`src/rtl/dgsp_pkg.sv`:
```
// shared types, constants and helpers for the dense graph shortest path block
package dgsp_pkg;

  localparam int MAX_NODES = 64;
  localparam int NW = $clog2(MAX_NODES);
  localparam int CW = $clog2(MAX_NODES + 1);
  localparam int ADDR_W = 2 * NW;

  localparam int NODE_W = 7;
  localparam int WEIGHT_W = 31;
  localparam int EW = WEIGHT_W + 1;
  localparam int DIST_W = 38;
  localparam int OUT_DIST_W = 37;
  localparam int CFG_IDX_W = 2;

  localparam int S_TDATA_W = 48;
  localparam int S_PAD_W = S_TDATA_W - 2 * NODE_W - WEIGHT_W;
  localparam int M_TDATA_W = 40;
  localparam int M_PAD_W = M_TDATA_W - OUT_DIST_W;

  typedef logic [NODE_W-1:0] node_t;
  typedef logic [NW-1:0] idx_t;
  typedef logic [EW-1:0] edge_w_t;
  typedef logic [DIST_W-1:0] dist_t;

  localparam edge_w_t WEIGHT_INF = '1;
  localparam dist_t DIST_INF = '1;

  localparam logic [CFG_IDX_W-1:0] CFG_NODE_COUNT = 2'd0;
  localparam logic [CFG_IDX_W-1:0] CFG_SOURCE_NODE = 2'd1;
  localparam logic [CFG_IDX_W-1:0] CFG_TARGET_NODE = 2'd2;

  typedef enum logic [3:0] {
    S_CLEAR,
    S_IDLE,
    S_EDGE_AB,
    S_EDGE_BA,
    S_INIT,
    S_SCAN,
    S_RELAX,
    S_READ_TGT,
    S_TGT,
    S_BAD
  } state_t;

  typedef struct packed {
    logic  upd;
    dist_t cand;
  } relax_t;

  // node numbers run from one; true when v lies in 1..limit
  function automatic logic node_ok(input node_t v, input int limit);
    node_ok = (v != '0) && (int'(v) <= limit);
  endfunction

  function automatic idx_t node_idx(input node_t v);
    node_idx = NW'(v - NODE_W'(1));
  endfunction

endpackage

```
`src/rtl/dgsp_relax.sv`:
```
// edge relaxation: candidate distance through the settled node and update decision
module dgsp_relax (
  input  dgsp_pkg::dist_t   low,
  input  dgsp_pkg::edge_w_t w,
  input  dgsp_pkg::dist_t   cur,
  input  logic              cur_valid,
  input  logic              done_j,
  output dgsp_pkg::relax_t  res
);
  import dgsp_pkg::*;

  dist_t cand;

  assign cand = low + DIST_W'(w);

  always_comb begin
    res.cand = cand;
    res.upd  = !done_j && (w != WEIGHT_INF) && (!cur_valid || (cand < cur));
  end

endmodule

```
`config.mk`:
```
export PLATFORM = sky130hd
export DESIGN_NAME = dgsp_relax
export DESIGN_NICKNAME = d
export VERILOG_FILES = /design/src/rtl/dgsp_pkg.sv /design/src/rtl/dgsp_relax.sv
export SDC_FILE = /design/constraint.sdc
export NUM_CORES = 1
export LEC_CHECK = 0
export ABC_AREA = 1
export BUFFER_PORTS_ARGS = -buffer_cell sky130_fd_sc_hd__buf_2
export CAP_MARGIN = 25
export CORE_ASPECT_RATIO = 1.4
export CORE_MARGIN = 8
export CORE_UTILIZATION = 38
export DETAILED_ROUTE_END_ITERATION = 8
export PLACE_DENSITY_LB_ADDON = 0.25
export SYNTH_ARGS = -nofsm -noshare
export SYNTH_HDL_FRONTEND = slang
export SYNTH_SLANG_ARGS = --single-unit
```
`constraint.sdc`:
```
create_clock -name vclk -period 2.75
set_input_delay 0.275 -clock vclk [all_inputs]
set_output_delay 0.275 -clock vclk [all_outputs]
set_load 0.005 [all_outputs]
```
==> out/metrics.cfg <==
[setup_path]
end_kind = output pin
cp-start-kind = input pin
cp.arrival_ns = 2.85
worstSetupPathType = input pin to output pin
cp_max_fo = 4
crit_required_ns = 2.48

[timing]
rsz0062_at_grt = yes
max_freq_ghz = 0.320
drv_slew = 0
relSlewSlack_pct = 67.1
setup_ws_ns = -0.373
tns_ns = -0.373
min_period_over_period_pct = 114
min_period_ns = 3.12
hold_violations = 0
setup_viol = 1
tightestPinTransition_ns = 0.489
hold_ws_ns = 0.793

[cells_and_area]
finalNonFillerCells = 1104
n_clock_buffer = 0
seqCellArea_um2 = 0
antennaDiodeCount = 0
final_nets = 1176
areaGrowthSynthToFinish_pct = 74.9
nFillCells = 861
drive_above_1_share_pct = 46.0
seq_cells = 0

[die]
fp.dieArea_um2 = 13200
coreArea_um2 = 9460
ios = 149
die_w_um = 99.4
start_util_pct = 39.1
chipHeight_um = 133
core.rowCount = 42

[route]
vias_per_cell = 4.84
vias = 5339
drt-initial-drc-count = 132
wl_per_cell_um = 13.9
drtAntennaViolNets = 0
dr.pass1.iters = 4
route.detailed.drc = 0
wl_mm = 15.3

[synthesis]
synth_area_leaders = nand2_1 (25%), ha_1 (23%), inv_1 (15%)
synthCells = 707
synth_cell_type_count = 27
synth_most_common_cell = nand2_1
yosys_warnings = 0
synth_top_area_share_pct = 25.4
syn_nets = 887
synth-seq-area-share_pct = 0
avgSynthCellArea_um2 = 5.24
synthTopCellsByCount = nand2_1 (251), inv_1 (145), ha_1 (69)
netlist_area_um2 = 3700
synth_top_area_cell = nand2_1

[placement]
io_buffer_count = 149
dp_cells = 1093
pre_cts_ws_ns = -0.518
place_congestion = 0.983
dp_hpwl_mm = 12.8

[global_routing]
antenna_found_initial = 0
grt_max_degree = 6
track_usage_pct = 21.4
grtUsageMet1_pct = 20.9
grtUsageMet3_pct = 3.31
grt_most_used_layer = met2
grt_pass1_wl_mm = 23.5
met2_usage_pct = 41.9
grt_overflow_total = 0
grt_pass1_vias = 5271

[power_and_ir_drop]
p_leak_uw = 0.00370
powerDensity_nw_per_um2 = 260
vdd.ir_drop.worst_uv = 125
p_sw_share_pct = 50.9
clkPwrFrac_pct = 0
power.total_uw = 1680
switchingPower_uw = 855
pwr-share-seq_pct = 0
p_int_uw = 826
p_comb_share_pct = 100.0

[run]
drv_cap = 0

[hold_path]
hold_start = cur_valid
hold_depth = 3
holdPathEnd = res[38]
hp-class = input pin to output pin

[status]
violations = negative setup slack
status = complete, but fails checks

metrics by stage:
step                      util, %  cell area, um2
after global placement       58.8            5560
final                        68.4            6470
after floorplan                 -            3720
after detailed placement     58.8            5560
after CTS                    65.5            6200
after global routing         68.4            6470
worst max-delay path, stage by stage:
cell and delay (ns):
buf_2 0.10, ha_1 0.34, buf_4 0.17, nand2_1 0.10
nor2_1 0.06, inv_1 0.13, nor2_1 0.07, a21oi_1 0.22
nand2_1 0.08, nand2_1 0.07, nand2_2 0.05, ha_1 0.30
nand2_2 0.08, nor2_4 0.13, nand3_2 0.09, nor2_4 0.12
nand2_1 0.06, nor2_1 0.09, nor2_1 0.06, nand2_1 0.09
a21oi_2 0.05, buf_2 0.12
worst max-delay path by stage:
stage | end | cells past startpoint | start | slack [ns]
floorplan | res[38] | 23 | low[0] | 0.02
global placement | res[38] | 23 | low[12] | -0.51
detailed placement | res[38] | 23 | low[12] | -0.52
CTS | res[38] | 24 | low[8] | -0.33
global route | res[38] | 22 | low[28] | -0.59
finish | res[38] | 22 | low[30] | -0.37
logic make-up (layout without fill, tap and decap cells):
kind of cell             Yosys count  count (layout)  synth area share, %
AND/OR/NAND/NOR                  392             392                 44.9
buffers and inverters            152             439                 15.4
AO/OA/AOI/OAI                     73              73                 11.1
adder cells (fa/ha/maj)           70              70                 23.9
XOR/XNOR                          20              20                 4.73
power groups by stage:
stage               Clock [uW]  Sequential [uW]  Combinational, uW
finish                       0                0               1680
global route                 0                0               1850
global placement             0                0               1410
floorplan                    0                0                707
CTS                          0                0               1590
detailed placement           0                0               1420
placed cells by master (no fill, tap or decap), types with 2 or more instances in the layout:
master | Yosys | routed
nand3_2 | 7 | 11
nand4_1 | 10 | 10
a21oi_1 | 48 | 28
ha_4 | 0 | 32
buf_6 | 0 | 5
nand3_1 | 29 | 23
inv_2 | 7 | 12
o21bai_1 | 5 | 4
buf_2 | 0 | 147
a21oi_2 | 1 | 19
xor2_1 | 15 | 11
inv_1 | 145 | 140
o21ai_1 | 0 | 2
nand2_2 | 10 | 50
nor4_1 | 3 | 2
o21ai_0 | 12 | 10
o21a_1 | 2 | 2
nand2_4 | 0 | 5
nor3_1 | 8 | 5
o21bai_4 | 1 | 2
buf_4 | 0 | 135
and2_1 | 2 | 2
nor3_2 | 0 | 3
nor2_2 | 9 | 13
nand2_1 | 251 | 206
nand3_4 | 0 | 2
xor2_2 | 0 | 4
nor2_1 | 62 | 51
ha_1 | 69 | 36
nor2_4 | 0 | 7
a21oi_4 | 0 | 2
xnor2_1 | 5 | 4
what timing repair did:
item / 4_1_cts / 5_1_grt
hold buffers: 0 / 0
pin swaps: 45 / 35
setup buffers: 9 / 2
resized for setup: 95 / 63
setup endpoints to repair: 1 / 1
layer usage:
layer	vias up	wire length, um
li1	2769	-
met3	39	823
met2	167	8050
met4	0	705
met5	-	0
met1	2364	5740
layout make-up:
cell class / instances / area (um2) / share of cell area, %
Timing Repair Buffer: 287 / 1810 / 27.9
Tap cell: 110 / 138 / 2.13
Multi-Input combinational cell: 555 / 3960 / 61.2
Inverter: 152 / 571 / 8.81
Note: power is estimated with default switching activity, not from simulation.
